`config.mk`:
```
export PLATFORM = sky130hd
export DESIGN_NAME = integer_to_ascii_any_base_flat
export DESIGN_NICKNAME = d
export VERILOG_FILES = /design/src/itoa_pkg.sv /design/src/itoa_if.sv /design/src/itoa_div.sv /design/src/itoa_stack.sv /design/src/integer_to_ascii_any_base.sv /design/src/flat_wrapper.sv
export SDC_FILE = /design/constraint.sdc
export NUM_CORES = 1
export LEC_CHECK = 0
export BUFFER_PORTS_ARGS = -buffer_cell sky130_fd_sc_hd__buf_2
export CORE_MARGIN = 4
export CORE_UTILIZATION = 45
export DETAILED_ROUTE_END_ITERATION = 10
export SLEW_MARGIN = 20
export SYNTH_ARGS = -nofsm -noshare
export SYNTH_HDL_FRONTEND = slang
export SYNTH_SLANG_ARGS = --single-unit
```
`constraint.sdc`:
```
create_clock -name clk_i -period 2.4 [get_ports clk_i]
set_input_delay 0.24 -clock clk_i [delete_from_list [all_inputs] [get_ports clk_i]]
set_output_delay 0.24 -clock clk_i [all_outputs]
set_load 0.01 [all_outputs]
```
`src/itoa_pkg.sv`:
```
package itoa_pkg;

  localparam int RadixBits  = 6;
  localparam int CharBits   = 7;
  localparam int DigitSplit = 10;

  localparam logic [RadixBits-1:0] RadixMin = 6'd2;
  localparam logic [RadixBits-1:0] RadixMax = 6'd36;

  localparam logic [CharBits-1:0] AsciiZero  = 7'h30;
  localparam logic [CharBits-1:0] AsciiUpperA = 7'h41;
  localparam logic [CharBits-1:0] AsciiMinus = 7'h2D;

  typedef enum logic [2:0] {
    ST_IDLE,
    ST_DIV,
    ST_SIGN,
    ST_FETCH,
    ST_LOAD
  } state_e;

  typedef struct packed {
    logic busy;
    logic done;
  } div_status_t;

  function automatic logic [CharBits-1:0] digit_code(input logic [RadixBits-1:0] d);
    logic [CharBits-1:0] dw;
    dw = {1'b0, d};
    if (dw < CharBits'(DigitSplit)) begin
      return AsciiZero + dw;
    end
    return AsciiUpperA + (dw - CharBits'(DigitSplit));
  endfunction

endpackage

```
`src/itoa_if.sv`:
```
interface itoa_in_if #(
  parameter int VALUE_BITS = 33
);
  logic                             valid;
  logic                             ready;
  logic signed [VALUE_BITS-1:0]     value;
  logic [itoa_pkg::RadixBits-1:0]   radix;

  modport source (output valid, output value, output radix, input ready);
  modport sink   (input valid, input value, input radix, output ready);
endinterface

interface itoa_out_if;
  logic                           valid;
  logic                           ready;
  logic [itoa_pkg::CharBits-1:0]  character;
  logic                           last;

  modport source (output valid, output character, output last, input ready);
  modport sink   (input valid, input character, input last, output ready);
endinterface

```
`src/itoa_div.sv`:
```
// Restoring divider, one quotient bit per cycle. Divisor is at most 36,
// so the partial remainder fits the radix width.
module itoa_div #(
  parameter int VALUE_BITS = 33
) (
  input  logic                              clk_i,
  input  logic                              rst_ni,
  input  logic                              start_i,
  input  logic [VALUE_BITS-1:0]             dividend_i,
  input  logic [itoa_pkg::RadixBits-1:0]    divisor_i,
  output itoa_pkg::div_status_t             status_o,
  output logic [VALUE_BITS-1:0]             quotient_o,
  output logic [itoa_pkg::RadixBits-1:0]    remainder_o
);

  localparam int RW = itoa_pkg::RadixBits;
  localparam int CntW = $clog2(VALUE_BITS);

  logic                  busy_q, done_q;
  logic [CntW-1:0]       cnt_q;
  logic [VALUE_BITS-1:0] shift_q;
  logic [RW-1:0]         rem_q, dvs_q;

  logic [RW:0]   trial;
  logic [RW:0]   diff;
  logic          ge;
  logic [RW-1:0] rem_d;

  assign trial = {rem_q, shift_q[VALUE_BITS-1]};
  assign ge    = trial >= {1'b0, dvs_q};
  assign diff  = trial - {1'b0, dvs_q};
  assign rem_d = ge ? diff[RW-1:0] : trial[RW-1:0];

  always_ff @(posedge clk_i or negedge rst_ni) begin
    if (!rst_ni) begin
      busy_q <= 1'b0;
      done_q <= 1'b0;
      cnt_q  <= '0;
    end else begin
      done_q <= 1'b0;
      if (start_i) begin
        busy_q <= 1'b1;
        cnt_q  <= CntW'(VALUE_BITS - 1);
      end else if (busy_q) begin
        cnt_q <= cnt_q - 1'b1;
        if (cnt_q == '0) begin
          busy_q <= 1'b0;
          done_q <= 1'b1;
        end
      end
    end
  end

  always_ff @(posedge clk_i) begin
    if (start_i) begin
      shift_q <= dividend_i;
      rem_q   <= '0;
      dvs_q   <= divisor_i;
    end else if (busy_q) begin
      shift_q <= {shift_q[VALUE_BITS-2:0], ge};
      rem_q   <= rem_d;
    end
  end

  assign status_o.busy = busy_q;
  assign status_o.done = done_q;
  assign quotient_o    = shift_q;
  assign remainder_o   = rem_q;

endmodule

```
`src/itoa_stack.sv`:
```
// Digit store: digits land least significant first and are read back
// from the top down. Registered read.
module itoa_stack #(
  parameter int DEPTH = 33,
  parameter int WIDTH = 6
) (
  input  logic                     clk_i,
  input  logic                     we_i,
  input  logic [$clog2(DEPTH)-1:0] waddr_i,
  input  logic [WIDTH-1:0]         wdata_i,
  input  logic [$clog2(DEPTH)-1:0] raddr_i,
  output logic [WIDTH-1:0]         rdata_o
);

  logic [WIDTH-1:0] mem_q [DEPTH];
  logic [WIDTH-1:0] rdata_q;

  always_ff @(posedge clk_i) begin
    if (we_i) begin
      mem_q[waddr_i] <= wdata_i;
    end
    rdata_q <= mem_q[raddr_i];
  end

  assign rdata_o = rdata_q;

endmodule

```
`src/integer_to_ascii_any_base.sv`:
```
// Signed integer to ASCII text in radix 2..36.
// in_i carries one beat per number: value (VALUE_BITS, two's complement) and
// radix (radix 0..1 acts as 2, 37..63 as 36). out_o emits one beat per
// character, most significant first: '-' for a negative value, then digits
// '0'..'9', 'A'..'Z'; last marks the final character. Zero gives "0".
// The single text longer than VALUE_BITS characters (most negative value,
// radix 2) is cut to VALUE_BITS characters; the dropped digit is its final '0'.
// Digits come from one shared restoring divider, one quotient bit per cycle,
// and each finished digit fills a digit stack. The stack is then read back
// top down, each digit through a fetch state and then a load state; a '-'
// goes out from a sign state between the two phases.
// in_i.ready is high only between numbers; the last character may still sit
// in the output register when the next number is taken.
// A stalled receiver holds the output register and the sequencer waits in
// its sign and load states.
// Reset clears the sequencer, the output valid and the divider status;
// nothing else needs it.
module integer_to_ascii_any_base #(
  parameter int VALUE_BITS = 33
) (
  input  logic        clk_i,
  input  logic        rst_ni,
  itoa_in_if.sink     in_i,
  itoa_out_if.source  out_o
);

  localparam int RW = itoa_pkg::RadixBits;
  localparam int AW = $clog2(VALUE_BITS);
  localparam int CW = $clog2(VALUE_BITS + 1);

  itoa_pkg::state_e state_q, state_d;

  logic          neg_q, neg_d;
  logic [RW-1:0] radix_q, radix_d;
  logic [CW-1:0] nd_q, nd_d;
  logic [CW-1:0] left_q, left_d;
  logic [AW-1:0] rd_ptr_q, rd_ptr_d;

  logic                         out_valid_q;
  logic [itoa_pkg::CharBits-1:0] char_q, char_d;
  logic                         last_q, last_d;
  logic                         load_out;
  logic                         slot_free;

  logic                  div_start;
  logic [VALUE_BITS-1:0] div_dividend;
  logic [RW-1:0]         div_divisor;
  itoa_pkg::div_status_t div_st;
  logic [VALUE_BITS-1:0] div_quo;
  logic [RW-1:0]         div_rem;

  logic          stk_we;
  logic [RW-1:0] stk_rdata;

  logic [VALUE_BITS-1:0] in_bits;
  logic                  in_neg;
  logic [VALUE_BITS-1:0] in_mag;
  logic [RW-1:0]         in_radix;
  logic [CW:0]           total;

  assign in_bits = in_i.value;
  assign in_neg  = in_bits[VALUE_BITS-1];
  assign in_mag  = in_neg ? (~in_bits + 1'b1) : in_bits;

  always_comb begin
    if (in_i.radix < itoa_pkg::RadixMin) begin
      in_radix = itoa_pkg::RadixMin;
    end else if (in_i.radix > itoa_pkg::RadixMax) begin
      in_radix = itoa_pkg::RadixMax;
    end else begin
      in_radix = in_i.radix;
    end
  end

  // sign plus digits, counting the digit being finished now
  assign total = (CW+1)'(nd_q) + (CW+1)'(1) + (CW+1)'(neg_q);

  assign slot_free  = !out_valid_q || out_o.ready;
  assign in_i.ready = (state_q == itoa_pkg::ST_IDLE);

  always_comb begin
    state_d      = state_q;
    neg_d        = neg_q;
    radix_d      = radix_q;
    nd_d         = nd_q;
    left_d       = left_q;
    rd_ptr_d     = rd_ptr_q;
    div_start    = 1'b0;
    div_dividend = div_quo;
    div_divisor  = radix_q;
    stk_we       = 1'b0;
    load_out     = 1'b0;
    char_d       = char_q;
    last_d       = last_q;

    case (state_q)
      itoa_pkg::ST_IDLE: begin
        if (in_i.valid) begin
          div_start    = 1'b1;
          div_dividend = in_mag;
          div_divisor  = in_radix;
          neg_d        = in_neg;
          radix_d      = in_radix;
          nd_d         = '0;
          state_d      = itoa_pkg::ST_DIV;
        end
      end
      itoa_pkg::ST_DIV: begin
        if (div_st.done) begin
          stk_we = 1'b1;
          nd_d   = nd_q + 1'b1;
          if (div_quo == '0) begin
            left_d   = (total > (CW+1)'(VALUE_BITS)) ? CW'(VALUE_BITS) : total[CW-1:0];
            rd_ptr_d = nd_q[AW-1:0];
            state_d  = itoa_pkg::ST_SIGN;
          end else begin
            div_start = 1'b1;
          end
        end
      end
      itoa_pkg::ST_SIGN: begin
        if (!neg_q) begin
          state_d = itoa_pkg::ST_FETCH;
        end else if (slot_free) begin
          load_out = 1'b1;
          char_d   = itoa_pkg::AsciiMinus;
          last_d   = (left_q == CW'(1));
          left_d   = left_q - 1'b1;
          state_d  = itoa_pkg::ST_FETCH;
        end
      end
      itoa_pkg::ST_FETCH: begin
        state_d = itoa_pkg::ST_LOAD;
      end
      itoa_pkg::ST_LOAD: begin
        if (slot_free) begin
          load_out = 1'b1;
          char_d   = itoa_pkg::digit_code(stk_rdata);
          last_d   = (left_q == CW'(1));
          left_d   = left_q - 1'b1;
          rd_ptr_d = rd_ptr_q - 1'b1;
          state_d  = (left_q == CW'(1)) ? itoa_pkg::ST_IDLE : itoa_pkg::ST_FETCH;
        end
      end
      default: begin
        state_d = itoa_pkg::ST_IDLE;
      end
    endcase
  end

  always_ff @(posedge clk_i or negedge rst_ni) begin
    if (!rst_ni) begin
      state_q     <= itoa_pkg::ST_IDLE;
      out_valid_q <= 1'b0;
    end else begin
      state_q <= state_d;
      if (load_out) begin
        out_valid_q <= 1'b1;
      end else if (out_o.ready) begin
        out_valid_q <= 1'b0;
      end
    end
  end

  always_ff @(posedge clk_i) begin
    neg_q    <= neg_d;
    radix_q  <= radix_d;
    nd_q     <= nd_d;
    left_q   <= left_d;
    rd_ptr_q <= rd_ptr_d;
    char_q   <= char_d;
    last_q   <= last_d;
  end

  itoa_div #(
    .VALUE_BITS(VALUE_BITS)
  ) u_div (
    .clk_i      (clk_i),
    .rst_ni     (rst_ni),
    .start_i    (div_start),
    .dividend_i (div_dividend),
    .divisor_i  (div_divisor),
    .status_o   (div_st),
    .quotient_o (div_quo),
    .remainder_o(div_rem)
  );

  itoa_stack #(
    .DEPTH(VALUE_BITS),
    .WIDTH(RW)
  ) u_stack (
    .clk_i  (clk_i),
    .we_i   (stk_we),
    .waddr_i(nd_q[AW-1:0]),
    .wdata_i(div_rem),
    .raddr_i(rd_ptr_q),
    .rdata_o(stk_rdata)
  );

  assign out_o.valid     = out_valid_q;
  assign out_o.character = char_q;
  assign out_o.last      = last_q;

  a_done_in_div: assert property (@(posedge clk_i) disable iff (!rst_ni)
    div_st.done |-> (state_q == itoa_pkg::ST_DIV))
    else $error("divider finished outside digit phase");

  a_digit_count: assert property (@(posedge clk_i) disable iff (!rst_ni)
    (state_q == itoa_pkg::ST_DIV) |-> (nd_q < CW'(VALUE_BITS)))
    else $error("digit stack overflow");

  a_busy_after_accept: assert property (@(posedge clk_i) disable iff (!rst_ni)
    (in_i.valid && in_i.ready) |=> (!in_i.ready && div_st.busy))
    else $error("divider not started on accepted beat");

  a_no_load_while_busy: assert property (@(posedge clk_i) disable iff (!rst_ni)
    div_st.busy |-> !load_out)
    else $error("character emitted while dividing");

endmodule
```
`src/flat_wrapper.sv`:
```
// flat-port wrapper written by rule: the top's interface ports become plain ports
module integer_to_ascii_any_base_flat 
#(
  parameter int VALUE_BITS = 33
)
  (clk_i, rst_ni, in_i_valid, in_i_value, in_i_radix, in_i_ready, out_o_valid, out_o_character, out_o_last, out_o_ready);
  itoa_in_if #(.VALUE_BITS(VALUE_BITS)) in_i_i ();
  itoa_out_if out_o_i ();
  input  logic clk_i;
  input  logic rst_ni;
  input wire logic [$bits(in_i_i.valid)-1:0] in_i_valid;
  input wire logic [$bits(in_i_i.value)-1:0] in_i_value;
  input wire logic [$bits(in_i_i.radix)-1:0] in_i_radix;
  output wire logic [$bits(in_i_i.ready)-1:0] in_i_ready;
  output wire logic [$bits(out_o_i.valid)-1:0] out_o_valid;
  output wire logic [$bits(out_o_i.character)-1:0] out_o_character;
  output wire logic [$bits(out_o_i.last)-1:0] out_o_last;
  input wire logic [$bits(out_o_i.ready)-1:0] out_o_ready;
  assign in_i_i.valid = in_i_valid;
  assign in_i_i.value = in_i_value;
  assign in_i_i.radix = in_i_radix;
  assign in_i_ready = in_i_i.ready;
  assign out_o_valid = out_o_i.valid;
  assign out_o_character = out_o_i.character;
  assign out_o_last = out_o_i.last;
  assign out_o_i.ready = out_o_ready;
  integer_to_ascii_any_base #(.VALUE_BITS(VALUE_BITS)) u_core (.clk_i(clk_i), .rst_ni(rst_ni), .in_i(in_i_i), .out_o(out_o_i));
endmodule
```
; ---- Word-level counts from Yosys, hierarchy flattened
; Memory sizes are Yosys's and may differ from the RTL's. A register that Yosys moved wholly into a read port is not among the register bits.
; Index checks and enable logic that the tools add are counted.
[word_totals]
register_bits = 90
ramBits = 198
inputBits = 43
output_inout_bits = 10
word_cells = 130
mem_count = 1
[classes]
n_addsub = 11
order_cmp = 5
n_eq_ne = 14
muxes = 64
bitwise_logic = 1
n_reduce_logical = 19
[memory_table]
columns = name, depth, word_bits, read_ports, rd_ports_with_merged_regs, wr, line_no
row1 = u_core.u_stack.mem_q, 33, 6, 1, 1, 1, itoa_stack.sv:15  ; logic [WIDTH-1:0] mem_q [DEPTH];
[ops]
columns = operator, n
row1 = $mux W33, 5
row2 = $mux W6, 17
row3 = $mux W7, 5
row4 = $add A33 B1 Y33 const B, 1
row5 = $logic_not A33 Y1, 1
row6 = $not A33 Y33, 1
row7 = $pmux W6 S2, 2
row8 = $mux W1, 22
row9 = $mux W3, 6
row10 = $pmux W6 S3, 1
row11 = $sub A6 B1 Y6 const B, 3
row12 = $pmux W3 S5, 1
row13 = $pmux W7 S2, 1
row14 = $reduce_and A4 Y1, 3
row15 = $reduce_bool A2 Y1, 5
row16 = $ne A2 B1 Y1 const B, 4
row17 = $ne A2 B2 Y1 const B, 4
row18 = $add A6 B1 Y7 const B, 1
row19 = $add A6 B6 Y7 const A, 1
row20 = $add A7 B1 Y7, 1
row21 = $add A7 B7 Y7 const A, 1
row22 = $ge A7 B6 Y1, 1
row23 = $gt A7 B6 Y1 const B, 1
row24 = $sub A6 B4 Y7 const B, 1
row25 = 20 further kinds, 25

; ---- Longest topological paths before layout
; Gate-level depths: netlist (run 1).
[depth]
depth_word = 7
mapped_depth = 9
ltp_nobuf = 9

; ---- Modules after synthesis
; Synthesis (run 1) repeated with hierarchy kept, for this count alone.
[unflattened]
hier_cells = 1045
area_unflattened_um2 = 14015.9
[modules_own_cells]
columns = module, instances, cells_each, area_per_inst_um2, seq_area_each_um2
row1 = itoa_stack, 1, 457, 8157.8, 6065.8
row2 = integer_to_ascii_any_base, 1, 399, 3319.4, 1031.0
row3 = itoa_div, 1, 189, 2538.7, 1491.4

; ---- Worst setup path before layout (run 1)
; No wires, ideal clock.
[synth_path]
path_type = reg-to-reg
start = register u_core.state_q[1]
end = register u_core.u_div.shift_q[28] (netlist: u_core.u_div.quotient_o[28]), data pin
setup_ns = 0.285
t_arrival_ns = 2.301
required_time_ns = 2.115
setup_slack_ns = -0.185
stages_incl_launch_ff = 9
path_buffers = 3
period_less_slack_ns = 2.585
cell_sequence = dfrtp_1 or4b_2 clkbuf_1 nand2_1 o31ai_1 inv_1 buf_2 buf_1 a31oi_1
[synth_between]
elab_chain_len = 3
word_cells_on_any_way = 4
cone_classes = eq/ne: 1 / mux: 2 / reduce/logical: 1
[synth_rtl]
columns = element, line_no
row1 = start: declaration, integer_to_ascii_any_base.sv:31  ; itoa_pkg::state_e state_q, state_d;
row2 = start signal: assignment, integer_to_ascii_any_base.sv:153  ; state_q <= itoa_pkg::ST_IDLE;
row3 = start signal: assignment, integer_to_ascii_any_base.sv:156  ; state_q <= state_d;
row4 = $eq A3 B1 Y1 / $logic_not A3 Y1 (equally long branches), integer_to_ascii_any_base.sv:96  ; case (state_q)
row5 = $pmux W1 S2 *, integer_to_ascii_any_base.sv:96
row6 = named net u_core.div_start, integer_to_ascii_any_base.sv:45  ; logic div_start;
row7 = $mux W33 *, itoa_div.sv:55  ; if (start_i) begin
row8 = end signal: assignment, itoa_div.sv:56  ; shift_q <= dividend_i;
row9 = end signal: assignment, itoa_div.sv:60  ; shift_q <= {shift_q[VALUE_BITS-2:0], ge};
row10 = end: declaration, itoa_div.sv:21  ; logic [VALUE_BITS-1:0] shift_q;
; Mark *: on every way through the listed nets, which the timed path passes. The rest lies on a longest branch.
; A chain may end at the register's enable or synchronous reset.

; ---- Worst setup path in the final report (run 1)
[layout_path]
start = register u_core.u_div.shift_q[22] (netlist: u_core.u_div.quotient_o[22])
end = register u_core.u_div.shift_q[26] (netlist: u_core.u_div.quotient_o[26]), data pin
[layout_between]
elab_chain_len = 5
[layout_rtl]
columns = element, line_no
row1 = $logic_not A33 Y1, integer_to_ascii_any_base.sv:112  ; if (div_quo == '0) begin
row2 = $mux W1, integer_to_ascii_any_base.sv:112
row3 = $mux W1, integer_to_ascii_any_base.sv:109  ; if (div_st.done) begin
row4 = $pmux W1 S2, integer_to_ascii_any_base.sv:96
row5 = $mux W33, itoa_div.sv:55
; No other way between the ends.

==> results.yml, run 1 <==
pwr:
  total_power_uw: 16300
  power.density_mw_per_mm2: 1050
  p_leak_uw: 0.00553
  ir_worst_vdd_uv: 675
floorplan:
  placementRows: 62
  core_mm2: 0.0287
  die_area_mm2: 0.0320
  fp.dieW_um: 179
  io_pins: 53
  fp.dieH_um: 179
  initial_core_util: 0.457
critical_path:
  cp-start-kind: "flip-flop"
  crit_path_start: "u_core.u_div.quotient_o[22]"
  worst_setup_path_end_kind: "flip-flop"
  rrSetupSlack_ns: 0.05
  crit_fanout: 10
  critPathMaxStageDelay_ns: 0.45
  rr_endpoint: "u_core.u_div.quotient_o[26]"
  critPathSlowestCell: "edfxtp_1"
  worstPathArrival_ns: 2.65
  path_class: "reg -> reg"
  cp.required_ns: 2.71
  worstRegToRegCells: 6
  critical_path.cell_chain: "nor4_1 > nand4_1 > o31ai_4 > clkinvlp_4 > buf_4 > mux2_4"
  reg2reg_from: "u_core.u_div.quotient_o[22]"
layout:
  n_antenna_cell: 0
  design_area_mm2: 0.0155
  area_growth_pct: 18.1
  num-nets-final: 1121
  final_layout_size_suffix_gt1_frac: 0.241
  final_cell_count_no_fill: 1467
  fin_util: 0.540
synth:
  synthFlopType: "edfxtp_1"
  synth_cells: 932
  synth_edf_count: 264
  syn-cell-area_mm2: 0.0131
  synth_nets: 994
  yosysWarnings: 0
  synth_cell_types: 61
  ys_seq_area_frac: 0.654
  synth_seq_cells: 294
  synthArstFlopShare: 0.0408
  syn_avg_cell_area_um2: 14.1
grt:
  grt_util_all_layers: 0.179
  grt_max_degree: 58
  grt_pass1_wl_um: 44700
  grt_overflow: 0
  antenna_found_initial: 0
  grt_pass1_vias: 8032
placement:
  routabilityCongestion: 0.777
  placed_area_mm2: 0.0144
  dp.cells: 1403
  hpwlAfterDp_um: 18600
  portBuffers: 52
clock_tree:
  cts_max_level: 1
  cts.sinks: 294
  cts_buffers: 30
  insertion_delay_ns: 0.58
  clk_path_buf_depth: 3
  path_clk_slew_ns: 0.07
  root_buffer: "clkbuf_16"
  cts_tree: "built"
drt:
  wl_met2_um: 13200
  wl_met1_um: 12400
  drt-vias-per-instance: 5.44
  dr.max_layer_used: "met4"
  wl_um: 27700
  ant_nets: 0
  wl_per_cell_um: 18.9
  first_pass_iters: 5
  drt_iter0_markers: 596
  num_vias: 7975
  drcViolationCount: 0
  wl_met3_um: 1180
timing:
  setup_tns_ns: 0
  final.setup_skew_ns: 0.0295
  worst_pin_slew_ns: 0.629
  setup_viol: 0
  max-slew-margin-rel: 0.581
  slew_violations: 0
  fmax_ghz: 0.426
  report.final.hold_viol_count: 0
  post-route-period-util: 0.978
  period_minus_slack_ns: 2.35
  rsz0062_at_grt: "yes"
hold_path:
  hold_path.class: "in -> async"
status:
  status: "finished clean"
job:
  cap_violations: 0
## metrics by stage
step	hold slack (ns)	setup WS, ns
final	0.0748	0.0539
after CTS	0.0550	0.0517
after global placement	0.143	0.0527
after detailed placement	0.143	0.0192
after floorplan	-0.0556	0.0105
after global routing	0.0752	-0.0347
## critical path, delay by kind of cell, from the launching register on
family / cells / cell delay (ns)
buffers and inverters: 2 / 0.33
multiplexers: 1 / 0.30
AND/OR/NAND/NOR: 2 / 0.57
AO/OA/AOI/OAI: 1 / 0.42
flip-flops: 1 / 0.45
## layer usage
metal | up-vias | global-route usage
li1 | 3825 | -
met2 | 203 | 0.291
met5 | - | 0
met4 | 0 | 0.0556
met1 | 3892 | 0.253
met3 | 55 | 0.0230
## how the worst max path moves through the flow
stage / endpoint / slack (ns)
6_report: u_core.u_div.quotient_o[26] / 0.05
5_1_grt: u_core.u_div.quotient_o[26] / -0.03
4_1_cts: u_core.u_div.quotient_o[21] / 0.05
3_5_place_dp: u_core.u_div.quotient_o[26] / 0.02
3_3_place_gp: u_core.u_div.quotient_o[26] / 0.05
2_1_floorplan: u_core.u_div.remainder_o[5] / 0.01
## registers in the layout, indices dropped and copies added (netlist names), 3 cells and up
register,count
u_core.u_div.quotient_o,33
u_core.out_o.character,7
u_core.u_stack.mem_q,198
u_core.u_div.dvs_q,6
u_core.u_stack.rdata_o,6
u_core.rd_ptr_q,6
u_core.left_q,6
u_core.u_div.cnt_q,6
u_core.state_q,3
u_core.nd_q,6
u_core.radix_q,6
u_core.u_div.remainder_o,6
## cells by family (layout without fill, tap and decap cells)
logic type / after synthesis / in the layout / share of synthesized area
AO/OA/AOI/OAI: 164 / 164 / 0.0779
XOR/XNOR: 53 / 53 / 0.0354
adder cells (fa/ha/maj): 19 / 19 / 0.0187
buffers and inverters: 72 / 223 / 0.0217
flip-flops: 294 / 294 / 0.654
multiplexers: 56 / 56 / 0.0893
AND/OR/NAND/NOR: 274 / 274 / 0.103
## placed cells by master, fill, tap and decap left out, types with 5 or more instances in the layout
master         synthesis  final
nor2b_1                5      5
inv_1                 30     29
buf_12                 0      5
nor3_1                12     12
o31ai_1               10      9
o22ai_1               27     27
ha_1                  18     18
buf_2                  6     52
nand3b_1              10     10
nor2_1                75     74
nand2b_1              16     16
mux4_2                48     48
dfrtp_1               12     12
nand3_1               22     21
buf_4                  0     74
a21o_1                 6      6
o21ai_0               69     69
o41ai_1                7      7
edfxtp_1             264    264
nor4_1                11     11
mux2_2                 5      5
xnor2_1               17     17
xor2_1                36     36
dlygate4sd3_1          0      6
a31oi_1                6      6
nand2_1               85     84
clkinvlp_4             0      6
a21oi_1               16     16
or4_1                  6      6
dfxtp_1               18     14
clkbuf_16              0     30
or3_1                  6      6
## area by class of cell
type / count / area [um^2]
fill: 2373 / 13200
sequential: 294 / 8590
multi-input combinational: 566 / 4280
timing repair buffer: 137 / 976
clock buffer: 32 / 778
tap: 384 / 480
clock inverter: 24 / 287
inverter: 30 / 116
## power breakdown
group | internal [uW] | leakage, uW | switching, uW
registers | 6960 | 0.00274 | 449
clock network | 2820 | 0.000503 | 2020
logic | 1570 | 0.00229 | 2440
## synthesized netlist by cell type, types with 7 or more instances
master      n  area share
a21oi_1    16      0.0061
buf_1       7      0.0020
clkbuf_1   28      0.0080
dfrtp_1    12       0.023
dfxtp_1    18       0.027
edfxtp_1  264        0.60
ha_1       18       0.017
inv_1      30      0.0086
mux4_2     48       0.082
nand2_1    85       0.024
nand2b_1   16      0.0076
nand3_1    22      0.0084
nand3b_1   10      0.0057
nor2_1     75       0.021
nor3_1     12      0.0046
nor4_1     11      0.0052
o21ai_0    69       0.026
o22ai_1    27       0.013
o31ai_1    10      0.0057
o41ai_1     7      0.0047
xnor2_1    17       0.011
xor2_1     36       0.024
## what timing repair did
item                       in CTS  in global routing
buffers inserted                0                  2
hold endpoints to repair       17                  0
hold buffers                    6                  0
setup endpoints to repair       0                 17
resized for setup               0                  3
No activity file was read; power rests on OpenSTA's default activity.
==> inputs of run 2 (changes only) <==
--- a/config.mk
+++ b/config.mk
@@ -5,10 +5,12 @@
 export SDC_FILE = /design/constraint.sdc
 export NUM_CORES = 1
 export LEC_CHECK = 0
+export ABC_AREA = 1
 export BUFFER_PORTS_ARGS = -buffer_cell sky130_fd_sc_hd__buf_2
 export CORE_MARGIN = 4
 export CORE_UTILIZATION = 45
 export DETAILED_ROUTE_END_ITERATION = 10
+export REMOVE_ABC_BUFFERS = 1
 export SLEW_MARGIN = 20
 export SYNTH_ARGS = -nofsm -noshare
 export SYNTH_HDL_FRONTEND = slang
==> results.yml, run 2 <==
grt:
  grt_pass1_vias: 10100
  grt_busiest_layer: "met2"
  antenna_found_initial: 0
  grt_overflow: 0
  grt_max_degree: 80
  use_met3: 0.0229
  grt_pass1_wl_um: 53800
  grt.met1_usage: 0.266
  grt_util_all_layers: 0.198
  use_met2: 0.345
drt:
  num_vias: 10200
  wl_um: 33600
  drcViolationCount: 0
  ant_nets: 0
  first_pass_iters: 5
  drt-vias-per-instance: 5.24
  wl_per_cell_um: 17.2
  drt_iter0_markers: 790
layout:
  top_register: "u_core.u_stack.mem_q"
  design_area_mm2: 0.0160
  layout_commonest_cell: "nand2_1"
  n_antenna_cell: 0
  largest_reg_flops: 198
  final_cell_mix: "442 x nand2_1, 264 x edfxtp_1, 174 x nand3_1"
  area_growth_pct: 14.7
  final_layout_size_suffix_gt1_frac: 0.125
  fillers: 2757
  num-nets-final: 1590
timing:
  holdWs_ns: 0.0333
  fmax_ghz: 0.477
  slew_violations: 0
  period_minus_slack_ns: 2.10
  max-slew-margin-rel: 0.588
  report.final.hold_viol_count: 0
  final.setup_skew_ns: 0.0156
  post-route-period-util: 0.873
  rsz0062_at_grt: "no"
  worst_pin_slew_ns: 0.619
  setup_tns_ns: 0
  setup_viol: 0
  layout_setup_ws_ns: 0.305
synth:
  synth_cells: 1435
  yosysMostFrequentCell: "nand2_1"
  syn_avg_cell_area_um2: 9.72
  syn-cell-area_mm2: 0.0140
  ys_seq_area_frac: 0.615
  synthArstFlopShare: 0.0408
  yosysWarnings: 0
  netlist_top_cells_count: "442 x nand2_1, 264 x edfxtp_1, 174 x nand3_1"
  synthFlopType: "edfxtp_1"
  synth_area_leaders: "edfxtp_1 57%, nand2_1 12%, nand3_1 6.2%"
  synth_cell_types: 46
  synth_edf_count: 264
  yosysTopAreaCell: "edfxtp_1"
  synth_top_cell_area_share: 0.568
  synth_seq_cells: 294
placement:
  placed_area_mm2: 0.0149
  hpwlAfterDp_um: 22800
  portBuffers: 52
  pre_cts_ws_ns: 0.320
  routabilityCongestion: 0.885
critical_path:
  worst_setup_path_end_kind: "flip-flop"
  worstPathArrival_ns: 2.39
  path_class: "reg -> reg"
  cp.required_ns: 2.69
  cp-start-kind: "flip-flop"
  crit_fanout: 7
clock_tree:
  clk_path_buf_depth: 3
  cts_buffers: 31
  hold_buffers: 3
  cts_resized: 0
  cts.sinks: 294
  root_buffer: "clkbuf_16"
  cts_setup_buffers: 0
  cts_max_level: 1
  insertion_delay_ns: 0.56
  cts_tree: "built"
  path_clk_slew_ns: 0.06
floorplan:
  fp.dieW_um: 184
  fp.dieH_um: 184
  initial_core_util: 0.456
  die_area_mm2: 0.0339
  io_pins: 53
  placementRows: 64
  core_mm2: 0.0306
hold_path:
  hold_path.class: "in -> reg"
pwr:
  swShare: 0.334
  power.density_mw_per_mm2: 1100
  power_frac_clock: 0.280
  power.net_switching_uw: 5860
  comb_power_share: 0.283
  ir_worst_vdd_uv: 674
  seqPwrFrac: 0.436
  power.internal_uw: 11700
  p_leak_uw: 0.00644
status:
  status: "finished clean"
job:
  cap_violations: 0
-- run 2: final cells by class --
cell class | instances | area, um^2 | area share
clock inverters | 10 | 159 | 0.00993
clock buffers | 48 | 900 | 0.0562
inverters | 108 | 408 | 0.0255
well taps | 396 | 495 | 0.0310
repair buffers | 115 | 778 | 0.0486
multi-input cells | 978 | 4670 | 0.292
flip-flops and latches | 294 | 8590 | 0.537
-- run 2: critical path, stage by stage (launching register included) --
cell and delay (ns):
edfxtp_1 0.43, inv_1 0.16, ha_1 0.24, inv_1 0.06
ha_1 0.17, nand3_1 0.12, nor2_1 0.11, nand2_1 0.06
nand2_1 0.09, inv_1 0.05, nand2_1 0.08, nand2_1 0.11
nand2_1 0.09, o21ai_0 0.07
-- run 2: worst paths after layout --
check / startpoint / end / slack (ns) / cells past startpoint
min in group asynchronous: rst_ni / u_core.u_div.cnt_q[3] / 0.11 / 2
hold / removal: in_i_radix[4] / u_core.radix_q[4] / 0.03 / 3
hold reg to reg: u_core.radix_q[1] / u_core.radix_q[1] / 0.45 / 2
setup reg to reg: u_core.nd_q[0] / u_core.left_q[1] / 0.30 / 13
max in group asynchronous: rst_ni / u_core.state_q[1] / 2.06 / 2
setup / recovery: u_core.nd_q[0] / u_core.left_q[1] / 0.30 / 13
-- run 2: cells by family after synthesis --
logic type                 count (synthesis)  synth area share
and+or+nand+nor                          789             0.242
DFF                                      294             0.615
buffers and inverters                    163            0.0498
AOI/OAI and AO/OA                        141            0.0571
xor gates and xnor gates                  29            0.0182
adders and majority gates                 19            0.0176
-- run 2: power by group through the flow --
stage / clock (uW) / combinational [uW] / sequential (uW)
global route: 5230 / 5620 / 7750
finish: 4920 / 4980 / 7660
global placement: 0 / 4920 / 7740
CTS: 5010 / 4990 / 7660
detailed placement: 0 / 4970 / 7760
floorplan: 0 / 2930 / 7970
-- run 2: through the flow --
| stage | cells | util | power (uW) |
|---|---|---|---|
| global placement | 1888 | 0.488 | 12700 |
| finish | 1949 | 0.523 | 17600 |
| floorplan | 1380 | - | 10900 |
| global route | 1949 | 0.523 | 18600 |
| CTS | 1949 | 0.523 | 17700 |
| detailed placement | 1888 | 0.488 | 12700 |
-- run 2: layer usage --
| layer | vias up | part of all wire |
|---|---|---|
| met1 | 4810 | 0.44 |
| met5 | - | 0 |
| li1 | 5068 | - |
| met4 | 0 | 0.021 |
| met3 | 36 | 0.056 |
| met2 | 305 | 0.49 |
